===== src/rtl/aetp_pkg.sv =====
// Shared types, command codes and character constants for the ANSI escape parser.
package aetp_pkg;

    // Configuration register map
    localparam int unsigned CFG_IDX_W = 1;
    localparam int unsigned CFG_DATA_W = 9;
    localparam logic [CFG_IDX_W-1:0] REG_SCREEN_WIDTH = 1'b0;
    localparam logic [CFG_IDX_W-1:0] REG_SCREEN_HEIGHT = 1'b1;
    localparam logic [CFG_DATA_W-1:0] SCREEN_WIDTH_RST = 9'd80;
    localparam logic [CFG_DATA_W-1:0] SCREEN_HEIGHT_RST = 9'd25;

    // Display action codes
    localparam logic [2:0] ACT_MOVE = 3'd0;
    localparam logic [2:0] ACT_PUT = 3'd1;
    localparam logic [2:0] ACT_NEWLINE = 3'd2;
    localparam logic [2:0] ACT_FG = 3'd3;
    localparam logic [2:0] ACT_BG = 3'd4;

    localparam logic [4:0] COLOUR_DEFAULT = 5'd16;

    // Command kinds passed from parser to emitter
    localparam logic [2:0] K_NONE = 3'd0;
    localparam logic [2:0] K_MOVE = 3'd1;
    localparam logic [2:0] K_PUT = 3'd2;
    localparam logic [2:0] K_NEWLINE = 3'd3;
    localparam logic [2:0] K_MOVE_NL = 3'd4;
    localparam logic [2:0] K_FG = 3'd5;
    localparam logic [2:0] K_BG = 3'd6;
    localparam logic [2:0] K_RESET = 3'd7;

    // Result cap per byte
    localparam int unsigned OUT_LIMIT = 32;
    localparam int unsigned RUN_CNT_W = $clog2(OUT_LIMIT + 1);

    // Command queue geometry
    localparam int unsigned Q_DEPTH = 2;
    localparam int unsigned Q_PTR_W = 1;

    // CSI argument range
    localparam int unsigned ARG_W = 16;
    localparam logic [ARG_W-1:0] ARG_SAT = 16'hFFFF;

    // Characters
    localparam logic [7:0] CH_BS = 8'h08;
    localparam logic [7:0] CH_LF = 8'h0A;
    localparam logic [7:0] CH_CR = 8'h0D;
    localparam logic [7:0] CH_ESC = 8'h1B;
    localparam logic [7:0] CH_ZERO = 8'h30;
    localparam logic [7:0] CH_NINE = 8'h39;
    localparam logic [7:0] CH_SEMI = 8'h3B;
    localparam logic [7:0] CH_LBRACKET = 8'h5B;
    localparam logic [7:0] CH_UP = 8'h41;
    localparam logic [7:0] CH_DOWN = 8'h42;
    localparam logic [7:0] CH_RIGHT = 8'h43;
    localparam logic [7:0] CH_LEFT = 8'h44;
    localparam logic [7:0] CH_SGR = 8'h6D;
    localparam logic [7:0] CH_SAVE = 8'h73;
    localparam logic [7:0] CH_RESTORE = 8'h75;

    typedef struct packed {
        logic [7:0] text_byte;
        logic [7:0] cursor_col;
        logic [7:0] cursor_row;
    } byte_item_t;

    typedef struct packed {
        logic [2:0] action;
        logic [7:0] target_col;
        logic [7:0] target_row;
        logic [7:0] glyph;
        logic [4:0] colour;
        logic       last_of_run;
    } out_item_t;

    typedef struct packed {
        logic [2:0] kind;
        logic [7:0] col;
        logic [7:0] row;
        logic [7:0] glyph;
        logic [4:0] colour;
        logic       run_end;
    } cmd_t;

endpackage


===== src/rtl/ansi_escape_terminal_parser.sv =====
// A result passes the command queue, then the emitter's command, hold and output registers.
// Throughput: one byte per cycle enters while the 2-entry command queue has room; the
//   emitter issues one result per step and closes a run with a separate run-end step.
// An SGR final byte holds the byte channel during the argument walk, longer on a full queue.
// Reset (rst_n low, async): parser to text mode, argument count and saved cursor cleared,
//   queue and output emptied, screen size back to 80 x 25; the argument store is not cleared.
module ansi_escape_terminal_parser #(
    parameter int MAX_ARGS = 16
) (
    input  logic                               clk,
    input  logic                               rst_n,
    input  logic                               byte_valid,
    output logic                               byte_ready,
    input  aetp_pkg::byte_item_t               byte_data,
    output logic                               cmd_valid,
    input  logic                               cmd_ready,
    output aetp_pkg::out_item_t                cmd_data,
    input  logic                               cfg_wr_en,
    input  logic [aetp_pkg::CFG_IDX_W-1:0]     cfg_index,
    input  logic [aetp_pkg::CFG_DATA_W-1:0]    cfg_data
);

    logic [aetp_pkg::CFG_DATA_W-1:0] screen_width_reg;
    logic [aetp_pkg::CFG_DATA_W-1:0] screen_height_reg;

    logic            q_push, q_full, q_pop, q_valid;
    aetp_pkg::cmd_t  q_entry, q_head;

    // Configuration registers
    always_ff @(posedge clk or negedge rst_n)
    begin
        if (!rst_n)
        begin
            screen_width_reg <= aetp_pkg::SCREEN_WIDTH_RST;
            screen_height_reg <= aetp_pkg::SCREEN_HEIGHT_RST;
        end
        else if (cfg_wr_en)
        begin
            unique case (cfg_index)
                aetp_pkg::REG_SCREEN_WIDTH:  screen_width_reg <= cfg_data;
                aetp_pkg::REG_SCREEN_HEIGHT: screen_height_reg <= cfg_data;
                default:
                begin
                end
            endcase
        end
    end

    aetp_front #(
        .MAX_ARGS (MAX_ARGS)
    ) u_front (
        .clk           (clk),
        .rst_n         (rst_n),
        .byte_valid    (byte_valid),
        .byte_ready    (byte_ready),
        .byte_data     (byte_data),
        .screen_width  (screen_width_reg),
        .screen_height (screen_height_reg),
        .q_full        (q_full),
        .q_push        (q_push),
        .q_entry       (q_entry)
    );

    aetp_queue u_queue (
        .clk        (clk),
        .rst_n      (rst_n),
        .push       (q_push),
        .push_entry (q_entry),
        .full       (q_full),
        .pop        (q_pop),
        .valid      (q_valid),
        .head       (q_head)
    );

    aetp_back u_back (
        .clk       (clk),
        .rst_n     (rst_n),
        .q_valid   (q_valid),
        .q_head    (q_head),
        .q_pop     (q_pop),
        .cmd_valid (cmd_valid),
        .cmd_ready (cmd_ready),
        .cmd_data  (cmd_data)
    );

endmodule


===== src/rtl/aetp_front.sv =====
// Parser front end: escape state machine, CSI argument store and SGR argument walk.
module aetp_front #(
    parameter int MAX_ARGS = 16
) (
    input  logic                                 clk,
    input  logic                                 rst_n,
    input  logic                                 byte_valid,
    output logic                                 byte_ready,
    input  aetp_pkg::byte_item_t                 byte_data,
    input  logic [aetp_pkg::CFG_DATA_W-1:0]      screen_width,
    input  logic [aetp_pkg::CFG_DATA_W-1:0]      screen_height,
    input  logic                                 q_full,
    output logic                                 q_push,
    output aetp_pkg::cmd_t                       q_entry
);

    localparam int CNT_W = $clog2(MAX_ARGS + 1);
    localparam int IDX_W = (MAX_ARGS > 1) ? $clog2(MAX_ARGS) : 1;
    localparam logic [CNT_W-1:0] CNT_MAX = CNT_W'(MAX_ARGS);
    localparam logic [IDX_W-1:0] IDX_LAST = IDX_W'(MAX_ARGS - 1);

    localparam logic [2:0] ST_TEXT = 3'd0;
    localparam logic [2:0] ST_ESC = 3'd1;
    localparam logic [2:0] ST_CSI = 3'd2;
    localparam logic [2:0] ST_SGR_RD = 3'd3;
    localparam logic [2:0] ST_SGR_PUSH = 3'd4;

    logic [2:0]                   state_reg, state_next;
    logic [CNT_W-1:0]             cnt_reg, cnt_next;
    logic [aetp_pkg::ARG_W-1:0]   cur_reg, cur_next;
    logic [aetp_pkg::ARG_W-1:0]   first_reg, first_next;
    logic [7:0]                   saved_col_reg, saved_col_next;
    logic [7:0]                   saved_row_reg, saved_row_next;
    logic [IDX_W-1:0]             walk_idx_reg, walk_idx_next;
    logic [IDX_W-1:0]             walk_last_reg, walk_last_next;
    logic [aetp_pkg::ARG_W-1:0]   rd_data_reg;
    logic [aetp_pkg::ARG_W-1:0]   arg_mem [MAX_ARGS];
    logic                         mem_we;

    logic                         accept;
    logic [7:0]                   ch, x, y;
    logic                         is_digit, cnt_open, is_last;
    logic [19:0]                  cur_ext, cur_mul;
    logic [aetp_pkg::ARG_W-1:0]   cur_sat, n_raw, n;
    logic [8:0]                   w_last, h_last;
    logic [16:0]                  sum_x, sum_y, clamp_x, clamp_y;
    logic [7:0]                   row_up, row_dn, col_rt, col_lt, bs_col;
    logic [2:0]                   sgr_kind;
    logic [4:0]                   sgr_colour;
    logic [aetp_pkg::ARG_W-1:0]   d30, d40, d90, d100;

    assign ch = byte_data.text_byte;
    assign x = byte_data.cursor_col;
    assign y = byte_data.cursor_row;

    // Bytes are taken only in the parse states, with room for one command
    assign byte_ready = ((state_reg == ST_TEXT) || (state_reg == ST_ESC) ||
                         (state_reg == ST_CSI)) && !q_full;
    assign accept = byte_valid && byte_ready;

    // Decimal argument accumulation with saturation
    assign is_digit = (ch >= aetp_pkg::CH_ZERO) && (ch <= aetp_pkg::CH_NINE);
    assign cnt_open = cnt_reg < CNT_MAX;
    assign cur_ext = {4'b0, cur_reg};
    assign cur_mul = (cur_ext << 3) + (cur_ext << 1) + {16'b0, ch[3:0]};
    assign cur_sat = (cur_mul > 20'h0FFFF) ? aetp_pkg::ARG_SAT : cur_mul[15:0];

    // Move count, defaulting to one
    assign n_raw = (cnt_reg == '0) ? cur_reg : first_reg;
    assign n = (n_raw == '0) ? 16'd1 : n_raw;

    // Last valid column and row, a zero size counting as one
    assign w_last = (screen_width == 9'd0) ? 9'd0 : screen_width - 9'd1;
    assign h_last = (screen_height == 9'd0) ? 9'd0 : screen_height - 9'd1;

    // Cursor move targets
    assign sum_x = {9'b0, x} + {1'b0, n};
    assign sum_y = {9'b0, y} + {1'b0, n};
    assign clamp_x = (sum_x > {8'b0, w_last}) ? {8'b0, w_last} : sum_x;
    assign clamp_y = (sum_y > {8'b0, h_last}) ? {8'b0, h_last} : sum_y;
    assign col_rt = (clamp_x > 17'd255) ? 8'hFF : clamp_x[7:0];
    assign row_dn = (clamp_y > 17'd255) ? 8'hFF : clamp_y[7:0];
    assign row_up = (n >= {8'b0, y}) ? 8'd0 : y - n[7:0];
    assign col_lt = (n >= {8'b0, x}) ? 8'd0 : x - n[7:0];
    assign bs_col = (w_last > 9'd255) ? 8'hFF : w_last[7:0];

    // SGR argument classification
    assign d30 = rd_data_reg - 16'd30;
    assign d40 = rd_data_reg - 16'd40;
    assign d90 = rd_data_reg - 16'd90;
    assign d100 = rd_data_reg - 16'd100;

    always_comb
    begin
        sgr_kind = aetp_pkg::K_NONE;
        sgr_colour = 5'd0;
        if (rd_data_reg == 16'd0)
        begin
            sgr_kind = aetp_pkg::K_RESET;
            sgr_colour = aetp_pkg::COLOUR_DEFAULT;
        end
        else if (rd_data_reg >= 16'd30 && rd_data_reg <= 16'd37)
        begin
            sgr_kind = aetp_pkg::K_FG;
            sgr_colour = {2'b00, d30[2:0]};
        end
        else if (rd_data_reg == 16'd39)
        begin
            sgr_kind = aetp_pkg::K_FG;
            sgr_colour = aetp_pkg::COLOUR_DEFAULT;
        end
        else if (rd_data_reg >= 16'd40 && rd_data_reg <= 16'd47)
        begin
            sgr_kind = aetp_pkg::K_BG;
            sgr_colour = {2'b00, d40[2:0]};
        end
        else if (rd_data_reg == 16'd49)
        begin
            sgr_kind = aetp_pkg::K_BG;
            sgr_colour = aetp_pkg::COLOUR_DEFAULT;
        end
        else if (rd_data_reg >= 16'd90 && rd_data_reg <= 16'd97)
        begin
            sgr_kind = aetp_pkg::K_FG;
            sgr_colour = {2'b01, d90[2:0]};
        end
        else if (rd_data_reg >= 16'd100 && rd_data_reg <= 16'd107)
        begin
            sgr_kind = aetp_pkg::K_BG;
            sgr_colour = {2'b01, d100[2:0]};
        end
    end

    assign is_last = walk_idx_reg == walk_last_reg;

    // Parser state machine and command generation
    always_comb
    begin
        state_next = state_reg;
        cnt_next = cnt_reg;
        cur_next = cur_reg;
        first_next = first_reg;
        saved_col_next = saved_col_reg;
        saved_row_next = saved_row_reg;
        walk_idx_next = walk_idx_reg;
        walk_last_next = walk_last_reg;
        mem_we = 1'b0;
        q_push = 1'b0;
        q_entry = '0;
        q_entry.run_end = 1'b1;

        unique case (state_reg)
            ST_TEXT:
            begin
                if (accept)
                begin
                    if (ch == aetp_pkg::CH_ESC)
                    begin
                        state_next = ST_ESC;
                    end
                    else
                    begin
                        unique case (ch)
                            aetp_pkg::CH_BS:
                            begin
                                if (x != 8'd0)
                                begin
                                    q_push = 1'b1;
                                    q_entry.kind = aetp_pkg::K_MOVE;
                                    q_entry.col = x - 8'd1;
                                    q_entry.row = y;
                                end
                                else if (y != 8'd0)
                                begin
                                    q_push = 1'b1;
                                    q_entry.kind = aetp_pkg::K_MOVE;
                                    q_entry.col = bs_col;
                                    q_entry.row = y - 8'd1;
                                end
                            end
                            aetp_pkg::CH_LF:
                            begin
                                q_push = 1'b1;
                                q_entry.kind = aetp_pkg::K_MOVE_NL;
                                q_entry.row = y;
                            end
                            aetp_pkg::CH_CR:
                            begin
                                q_push = 1'b1;
                                q_entry.kind = aetp_pkg::K_NEWLINE;
                            end
                            default:
                            begin
                                q_push = 1'b1;
                                q_entry.kind = aetp_pkg::K_PUT;
                                q_entry.glyph = ch;
                            end
                        endcase
                    end
                end
            end
            ST_ESC:
            begin
                if (accept)
                begin
                    if (ch == aetp_pkg::CH_LBRACKET)
                    begin
                        state_next = ST_CSI;
                        cnt_next = '0;
                        cur_next = '0;
                    end
                    else
                    begin
                        state_next = ST_TEXT;
                    end
                end
            end
            ST_CSI:
            begin
                if (accept)
                begin
                    if (is_digit)
                    begin
                        if (cnt_open)
                        begin
                            cur_next = cur_sat;
                        end
                    end
                    else if (ch == aetp_pkg::CH_SEMI)
                    begin
                        if (cnt_open)
                        begin
                            mem_we = 1'b1;
                            if (cnt_reg == '0)
                            begin
                                first_next = cur_reg;
                            end
                            cnt_next = cnt_reg + 1'b1;
                            cur_next = '0;
                        end
                    end
                    else
                    begin
                        // Final byte: close the argument in progress
                        mem_we = cnt_open;
                        cnt_next = '0;
                        state_next = ST_TEXT;
                        unique case (ch)
                            aetp_pkg::CH_UP:
                            begin
                                q_push = 1'b1;
                                q_entry.kind = aetp_pkg::K_MOVE;
                                q_entry.col = x;
                                q_entry.row = row_up;
                            end
                            aetp_pkg::CH_DOWN:
                            begin
                                q_push = 1'b1;
                                q_entry.kind = aetp_pkg::K_MOVE;
                                q_entry.col = x;
                                q_entry.row = row_dn;
                            end
                            aetp_pkg::CH_RIGHT:
                            begin
                                q_push = 1'b1;
                                q_entry.kind = aetp_pkg::K_MOVE;
                                q_entry.col = col_rt;
                                q_entry.row = y;
                            end
                            aetp_pkg::CH_LEFT:
                            begin
                                q_push = 1'b1;
                                q_entry.kind = aetp_pkg::K_MOVE;
                                q_entry.col = col_lt;
                                q_entry.row = y;
                            end
                            aetp_pkg::CH_SGR:
                            begin
                                state_next = ST_SGR_RD;
                                walk_idx_next = '0;
                                walk_last_next = cnt_open ? cnt_reg[IDX_W-1:0] : IDX_LAST;
                            end
                            aetp_pkg::CH_SAVE:
                            begin
                                saved_col_next = x;
                                saved_row_next = y;
                            end
                            aetp_pkg::CH_RESTORE:
                            begin
                                q_push = 1'b1;
                                q_entry.kind = aetp_pkg::K_MOVE;
                                q_entry.col = saved_col_reg;
                                q_entry.row = saved_row_reg;
                            end
                            default:
                            begin
                            end
                        endcase
                    end
                end
            end
            ST_SGR_RD:
            begin
                state_next = ST_SGR_PUSH;
            end
            ST_SGR_PUSH:
            begin
                // Skip silent arguments; the last one always closes the run
                if ((sgr_kind != aetp_pkg::K_NONE) || is_last)
                begin
                    if (!q_full)
                    begin
                        q_push = 1'b1;
                        q_entry.kind = sgr_kind;
                        q_entry.colour = sgr_colour;
                        q_entry.run_end = is_last;
                        state_next = is_last ? ST_TEXT : ST_SGR_RD;
                        walk_idx_next = walk_idx_reg + 1'b1;
                    end
                end
                else
                begin
                    state_next = ST_SGR_RD;
                    walk_idx_next = walk_idx_reg + 1'b1;
                end
            end
            default:
            begin
                state_next = ST_TEXT;
            end
        endcase
    end

    // Control state
    always_ff @(posedge clk or negedge rst_n)
    begin
        if (!rst_n)
        begin
            state_reg <= ST_TEXT;
            cnt_reg <= '0;
            saved_col_reg <= 8'd0;
            saved_row_reg <= 8'd0;
            walk_idx_reg <= '0;
            walk_last_reg <= '0;
        end
        else
        begin
            state_reg <= state_next;
            cnt_reg <= cnt_next;
            saved_col_reg <= saved_col_next;
            saved_row_reg <= saved_row_next;
            walk_idx_reg <= walk_idx_next;
            walk_last_reg <= walk_last_next;
        end
    end

    // Argument accumulators
    always_ff @(posedge clk)
    begin
        cur_reg <= cur_next;
        first_reg <= first_next;
    end

    // Argument store: one write port, one registered read port
    always_ff @(posedge clk)
    begin
        if (mem_we)
        begin
            arg_mem[cnt_reg[IDX_W-1:0]] <= cur_reg;
        end
        rd_data_reg <= arg_mem[walk_idx_reg];
    end

endmodule


===== src/rtl/aetp_queue.sv =====
// Short command queue between the parser front end and the result emitter.
module aetp_queue (
    input  logic           clk,
    input  logic           rst_n,
    input  logic           push,
    input  aetp_pkg::cmd_t push_entry,
    output logic           full,
    input  logic           pop,
    output logic           valid,
    output aetp_pkg::cmd_t head
);

    localparam logic [aetp_pkg::Q_PTR_W-1:0] PTR_LAST = aetp_pkg::Q_PTR_W'(aetp_pkg::Q_DEPTH - 1);
    localparam logic [aetp_pkg::Q_PTR_W:0] CNT_FULL = (aetp_pkg::Q_PTR_W + 1)'(aetp_pkg::Q_DEPTH);

    aetp_pkg::cmd_t                     slot_reg [aetp_pkg::Q_DEPTH];
    logic [aetp_pkg::Q_PTR_W-1:0]       wr_ptr_reg, wr_ptr_next;
    logic [aetp_pkg::Q_PTR_W-1:0]       rd_ptr_reg, rd_ptr_next;
    logic [aetp_pkg::Q_PTR_W:0]         cnt_reg, cnt_next;
    logic                               do_push, do_pop;

    assign full = cnt_reg == CNT_FULL;
    assign valid = cnt_reg != '0;
    assign head = slot_reg[rd_ptr_reg];
    assign do_push = push && !full;
    assign do_pop = pop && valid;

    // Pointer and occupancy update
    always_comb
    begin
        wr_ptr_next = wr_ptr_reg;
        rd_ptr_next = rd_ptr_reg;
        cnt_next = cnt_reg;
        if (do_push)
        begin
            wr_ptr_next = (wr_ptr_reg == PTR_LAST) ? '0 : wr_ptr_reg + 1'b1;
        end
        if (do_pop)
        begin
            rd_ptr_next = (rd_ptr_reg == PTR_LAST) ? '0 : rd_ptr_reg + 1'b1;
        end
        if (do_push && !do_pop)
        begin
            cnt_next = cnt_reg + 1'b1;
        end
        else if (do_pop && !do_push)
        begin
            cnt_next = cnt_reg - 1'b1;
        end
    end

    always_ff @(posedge clk or negedge rst_n)
    begin
        if (!rst_n)
        begin
            wr_ptr_reg <= '0;
            rd_ptr_reg <= '0;
            cnt_reg <= '0;
        end
        else
        begin
            wr_ptr_reg <= wr_ptr_next;
            rd_ptr_reg <= rd_ptr_next;
            cnt_reg <= cnt_next;
        end
    end

    // Slot storage
    always_ff @(posedge clk)
    begin
        if (do_push)
        begin
            slot_reg[wr_ptr_reg] <= push_entry;
        end
    end

endmodule


===== src/rtl/aetp_back.sv =====
// Result emitter: expands queued commands into display results and marks run ends.
module aetp_back (
    input  logic                 clk,
    input  logic                 rst_n,
    input  logic                 q_valid,
    input  aetp_pkg::cmd_t       q_head,
    output logic                 q_pop,
    output logic                 cmd_valid,
    input  logic                 cmd_ready,
    output aetp_pkg::out_item_t  cmd_data
);

    localparam logic [aetp_pkg::RUN_CNT_W-1:0] RUN_LIMIT =
        aetp_pkg::RUN_CNT_W'(aetp_pkg::OUT_LIMIT);

    logic                             cur_valid_reg, cur_valid_next;
    aetp_pkg::cmd_t                   cur_reg, cur_next;
    logic [1:0]                       step_reg, step_next;
    logic                             hold_valid_reg, hold_valid_next;
    aetp_pkg::out_item_t              hold_reg, hold_next;
    logic                             out_valid_reg, out_valid_next;
    aetp_pkg::out_item_t              out_reg, out_next;
    logic [aetp_pkg::RUN_CNT_W-1:0]   run_cnt_reg, run_cnt_next;

    logic [1:0]                       nres;
    aetp_pkg::out_item_t              res;
    logic                             out_free, slot_ok, keep, done;

    assign cmd_valid = out_valid_reg;
    assign cmd_data = out_reg;

    // Results per command kind
    always_comb
    begin
        unique case (cur_reg.kind)
            aetp_pkg::K_NONE:    nres = 2'd0;
            aetp_pkg::K_MOVE_NL: nres = 2'd2;
            aetp_pkg::K_RESET:   nres = 2'd2;
            default:             nres = 2'd1;
        endcase
    end

    // Result for the current step of the command
    always_comb
    begin
        res = '0;
        unique case (cur_reg.kind)
            aetp_pkg::K_MOVE:
            begin
                res.action = aetp_pkg::ACT_MOVE;
                res.target_col = cur_reg.col;
                res.target_row = cur_reg.row;
            end
            aetp_pkg::K_PUT:
            begin
                res.action = aetp_pkg::ACT_PUT;
                res.glyph = cur_reg.glyph;
            end
            aetp_pkg::K_NEWLINE:
            begin
                res.action = aetp_pkg::ACT_NEWLINE;
            end
            aetp_pkg::K_MOVE_NL:
            begin
                if (step_reg == 2'd0)
                begin
                    res.action = aetp_pkg::ACT_MOVE;
                    res.target_row = cur_reg.row;
                end
                else
                begin
                    res.action = aetp_pkg::ACT_NEWLINE;
                end
            end
            aetp_pkg::K_FG:
            begin
                res.action = aetp_pkg::ACT_FG;
                res.colour = cur_reg.colour;
            end
            aetp_pkg::K_BG:
            begin
                res.action = aetp_pkg::ACT_BG;
                res.colour = cur_reg.colour;
            end
            aetp_pkg::K_RESET:
            begin
                res.action = (step_reg == 2'd0) ? aetp_pkg::ACT_FG : aetp_pkg::ACT_BG;
                res.colour = aetp_pkg::COLOUR_DEFAULT;
            end
            default:
            begin
            end
        endcase
    end

    assign out_free = !out_valid_reg || cmd_ready;
    assign slot_ok = !hold_valid_reg || out_free;
    assign keep = run_cnt_reg < RUN_LIMIT;

    // Newest result waits in the hold stage until the next one or the run end
    always_comb
    begin
        cur_valid_next = cur_valid_reg;
        cur_next = cur_reg;
        step_next = step_reg;
        hold_valid_next = hold_valid_reg;
        hold_next = hold_reg;
        out_valid_next = out_valid_reg;
        out_next = out_reg;
        run_cnt_next = run_cnt_reg;
        done = 1'b0;

        if (out_valid_reg && cmd_ready)
        begin
            out_valid_next = 1'b0;
        end

        if (cur_valid_reg)
        begin
            if (step_reg < nres)
            begin
                if (slot_ok)
                begin
                    step_next = step_reg + 2'd1;
                    if (keep)
                    begin
                        if (hold_valid_reg)
                        begin
                            out_next = hold_reg;
                            out_next.last_of_run = 1'b0;
                            out_valid_next = 1'b1;
                        end
                        hold_next = res;
                        hold_valid_next = 1'b1;
                        run_cnt_next = run_cnt_reg + 1'b1;
                    end
                end
            end
            else if (cur_reg.run_end)
            begin
                if (slot_ok)
                begin
                    if (hold_valid_reg)
                    begin
                        out_next = hold_reg;
                        out_next.last_of_run = 1'b1;
                        out_valid_next = 1'b1;
                    end
                    hold_valid_next = 1'b0;
                    run_cnt_next = '0;
                    done = 1'b1;
                end
            end
            else
            begin
                done = 1'b1;
            end
        end

        // Take the next command as soon as the current one is finished
        q_pop = !cur_valid_reg || done;
        if (q_pop)
        begin
            cur_valid_next = q_valid;
            step_next = 2'd0;
            if (q_valid)
            begin
                cur_next = q_head;
            end
        end
    end

    always_ff @(posedge clk or negedge rst_n)
    begin
        if (!rst_n)
        begin
            cur_valid_reg <= 1'b0;
            step_reg <= 2'd0;
            hold_valid_reg <= 1'b0;
            out_valid_reg <= 1'b0;
            run_cnt_reg <= '0;
        end
        else
        begin
            cur_valid_reg <= cur_valid_next;
            step_reg <= step_next;
            hold_valid_reg <= hold_valid_next;
            out_valid_reg <= out_valid_next;
            run_cnt_reg <= run_cnt_next;
        end
    end

    // Payload registers
    always_ff @(posedge clk)
    begin
        cur_reg <= cur_next;
        hold_reg <= hold_next;
        out_reg <= out_next;
    end

endmodule


===== config.mk =====
export PLATFORM = sky130hd
export DESIGN_NAME = ansi_escape_terminal_parser
export DESIGN_NICKNAME = d
export VERILOG_FILES = /design/src/rtl/aetp_pkg.sv /design/src/rtl/ansi_escape_terminal_parser.sv /design/src/rtl/aetp_front.sv /design/src/rtl/aetp_queue.sv /design/src/rtl/aetp_back.sv
export SDC_FILE = /design/constraint.sdc
export NUM_CORES = 1
export LEC_CHECK = 0
export BUFFER_PORTS_ARGS = -buffer_cell sky130_fd_sc_hd__buf_4
export CAP_MARGIN = 15
export CORE_ASPECT_RATIO = 1.4
export CORE_MARGIN = 2
export CORE_UTILIZATION = 39
export CTS_CLUSTER_SIZE = 8
export DETAILED_ROUTE_END_ITERATION = 8
export PLACE_DENSITY = 0.51
export SYNTH_ARGS = -nofsm -noshare
export SYNTH_HDL_FRONTEND = slang
export SYNTH_HIERARCHICAL = 1
export SYNTH_SLANG_ARGS = --single-unit

===== constraint.sdc =====
create_clock -name clk -period 15.7 [get_ports clk]
set_clock_uncertainty 0.05 [all_clocks]
set_input_delay 3.14 -clock clk [delete_from_list [all_inputs] [get_ports clk]]
set_output_delay 3.14 -clock clk [all_outputs]
set_load 0.02 [all_outputs]

==> results.ini <==
[synthesis]
syn_nets = 2012
synth-edff-count = 452
ys_async_sr_fraction_pct = 12.2
syn_avg_cell_area_um2 = 14.0
yosys_warnings = 6
ys_seq_area_share_pct = 59.9
synth_cells = 1853
synthDistinctLibCells = 94
yosys.area.top_type_share_pct = 52.3
ys_top_cells_by_area = edfxtp_1 (52%), mux4_2 (6.9%), dfrtp_1 (5.8%), ha_1 (5.5%), nand2_1 (1.8%)
yosysTopAreaCell = edfxtp_1
ys_seq_elements = 533
ys.flop_type = edfxtp_1
netlist_area_um2 = 25900

[timing]
setup_ws_ns = 7.41
maxSlewHeadroom_pct = 26.5
slew_viol_final = 0
max_slew.worst_pin.slew_ns = 1.10
rsz0062_at_grt = false
final-setup-viol-count = 0
finalSetupTns_ns = 0
fin_crit_sh_pct = 52.8
finalHoldViolCount = 0
fmax_mhz = 121
period_needed_ns = 8.29
worst_hold_slack_ns = 0.360

[clocking]
clockRootBuffer = clkbuf_16
clk_path_buf_depth = 3
clock_latency_ns = 0.62
ctsHoldBuffers = 0
cts_tree = built
path_clk_slew_ns = 0.05
cts_setup_buffers = 0
post_cts_resized = 0
cts_num_sinks = 533
cts_made_buffers = 76
htreeDepth = 3

[final_layout]
final_util_pct = 45.2
antenna_cells = 0
finalNonFillerCells = 2882
final_common_cell = edfxtp_1
nets = 2133
drive_above_1_share_pct = 18.8
fillers = 5918
largest_reg_flops = 256
layout_common_cells = edfxtp_1 (452), nand2_1 (124), ha_1 (114), buf_4 (110), nor2_1 (96)
synthToLayoutAreaGrowth_pct = 14.6

[placement]
gp_congestion = 0.920
dp.cells = 2742
dp_slack_ns = 7.48
portBuffers = 73
post-dp-hpwl_um = 45300

[min_path]
hold_path_depth = 0
min_path_type = reg2reg

[critical_path]
criticalPathCategory = reg2reg
max_stage_delay_ns = 0.78
required_ns = 15.95
cp_max_fo = 17
cpMostUsedCell = inv_1
startpoint_type = flop
worst_path_max_delay_cell = or4b_1
worst_setup_path_end_kind = flop
crit_cells = 27
path_delay_family = simple AND/OR/NAND/NOR gates
path_buf_inv = 4
cp.arrival_ns = 8.54
ff2ff_path_depth = 27

[drt]
routed_wl_um = 66300
remaining_drc_errors = 0
dr.pass1.iters = 6
post_drt_wl_per_cell_um = 23.0
vias = 15891
dr.first_iter.drc_count = 1136
routed_via_density = 5.51
antenna_left = 0

[floorplan]
start_util_pct = 39.5
fp.dieW_um = 222
die_h_um = 309
core-area_um2 = 65700
boundaryPins = 74
row_count = 111
dieArea_um2 = 68600

[grt]
grt_pass1_vias = 16397
grt_overflow = 0
grt_pass1_wl_um = 101000
antenna_found_initial = 1
grt_start_max_net_pins = 69
grtUsageTotal_pct = 19.7

[run]
max_cap_violations = 0

[outcome]
status = finished clean

[pwr]
p_per_area_nw_per_um2 = 139
vdd_drop_max_mv = 0.0895
p_leak_nw = 9.71

[path summary, 6_finish.rpt]
path / from / slack [ns] / endpoint
hold reg to reg: u_back/hold_reg[32]$_DFFE_PP_ / 0.36 / u_back/cmd_data[32]$_DFFE_PP_
setup / recovery: u_front/cnt_reg[0]$_DFFE_PN0P_ / 7.41 / u_queue/slot_reg[0][25]$_DFFE_PP_
hold / removal: u_back/hold_reg[32]$_DFFE_PP_ / 0.36 / u_back/cmd_data[32]$_DFFE_PP_
min in group asynchronous: rst_n / 2.60 / u_front/saved_col_reg[3]$_DFFE_PN0P_
max in group asynchronous: rst_n / 12.23 / u_front/walk_idx_reg[0]$_DFFE_PN0P_
setup reg to reg: u_front/cnt_reg[0]$_DFFE_PN0P_ / 7.41 / u_queue/slot_reg[0][25]$_DFFE_PP_
[metal layers]
layer | GRT usage [%] | share of wire [%]
met3 | 2.72 | 3.9
met5 | 0 | 0
met2 | 35.8 | 52
met1 | 23.9 | 41
met4 | 6.76 | 2.6
[power breakdown]
part	switching (mW)	internal (mW)
combinational	0.401	0.271
sequential	0.104	1.82
clock	0.607	0.913
total	1.11	3.01
[cell type report]
class	instances	area, µm²	area share, %
Sequential cell	533	15500	52.3
Multi-Input combinational cell	1164	9740	32.8
Timing Repair Buffer	111	837	2.82
Clock buffer	131	2110	7.09
Inverter	88	332	1.12
Tap cell	847	1060	3.57
Clock inverter	8	114	0.383
[Yosys cell counts, types with 38 or more instances]
master    count
mux2_2       41
mux4_2       80
dfrtp_1      60
edfxtp_1    452
o21ai_0      76
nor3_1       38
nand2_1     124
inv_1        85
nor2_1       97
a21oi_1      70
xnor2_1      48
clkbuf_1     48
and2_1       59
ha_1        114
[kinds of logic after synthesis]
kind of cell	share of synthesized area [%]
fa+ha+maj	5.96
flops	59.9
compound gates	8.32
mux	10.9
xor+xnor	2.23
simple gates	10.0
buf+inv	2.65
[stage by stage]
| step | instance area, µm² | power (mW) |
|---|---|---|
| floorplan | 25900 | 2.41 |
| global placement | 27500 | 2.62 |
| detailed placement | 27500 | 2.64 |
| CTS | 29700 | 4.18 |
| global route | 29700 | 4.31 |
| finish | 29700 | 4.12 |
[worst reg2reg max path, cell delays in order, from the launching register on]
cell and delay, ns:
dfrtp_1 0.42, inv_1 0.13, ha_1 0.28, or4b_1 0.78, nand2_1 0.16, and2_1 0.33, inv_1 0.10, or4_1 0.53
nor4_1 0.23, nand2_1 0.10, nand2_1 0.34, ha_1 0.24, inv_1 0.05, fa_1 0.40, nor2_1 0.12, nor2_1 0.08
o21ai_0 0.38, a221o_1 0.37, xnor2_1 0.27, inv_1 0.18, ha_1 0.26, or4_1 0.48, a221oi_1 0.22, o21ai_0 0.13
o311ai_0 0.15, o2111ai_1 0.57, o21bai_1 0.44, o221ai_1 0.21
(Power assumes the default switching activity.)
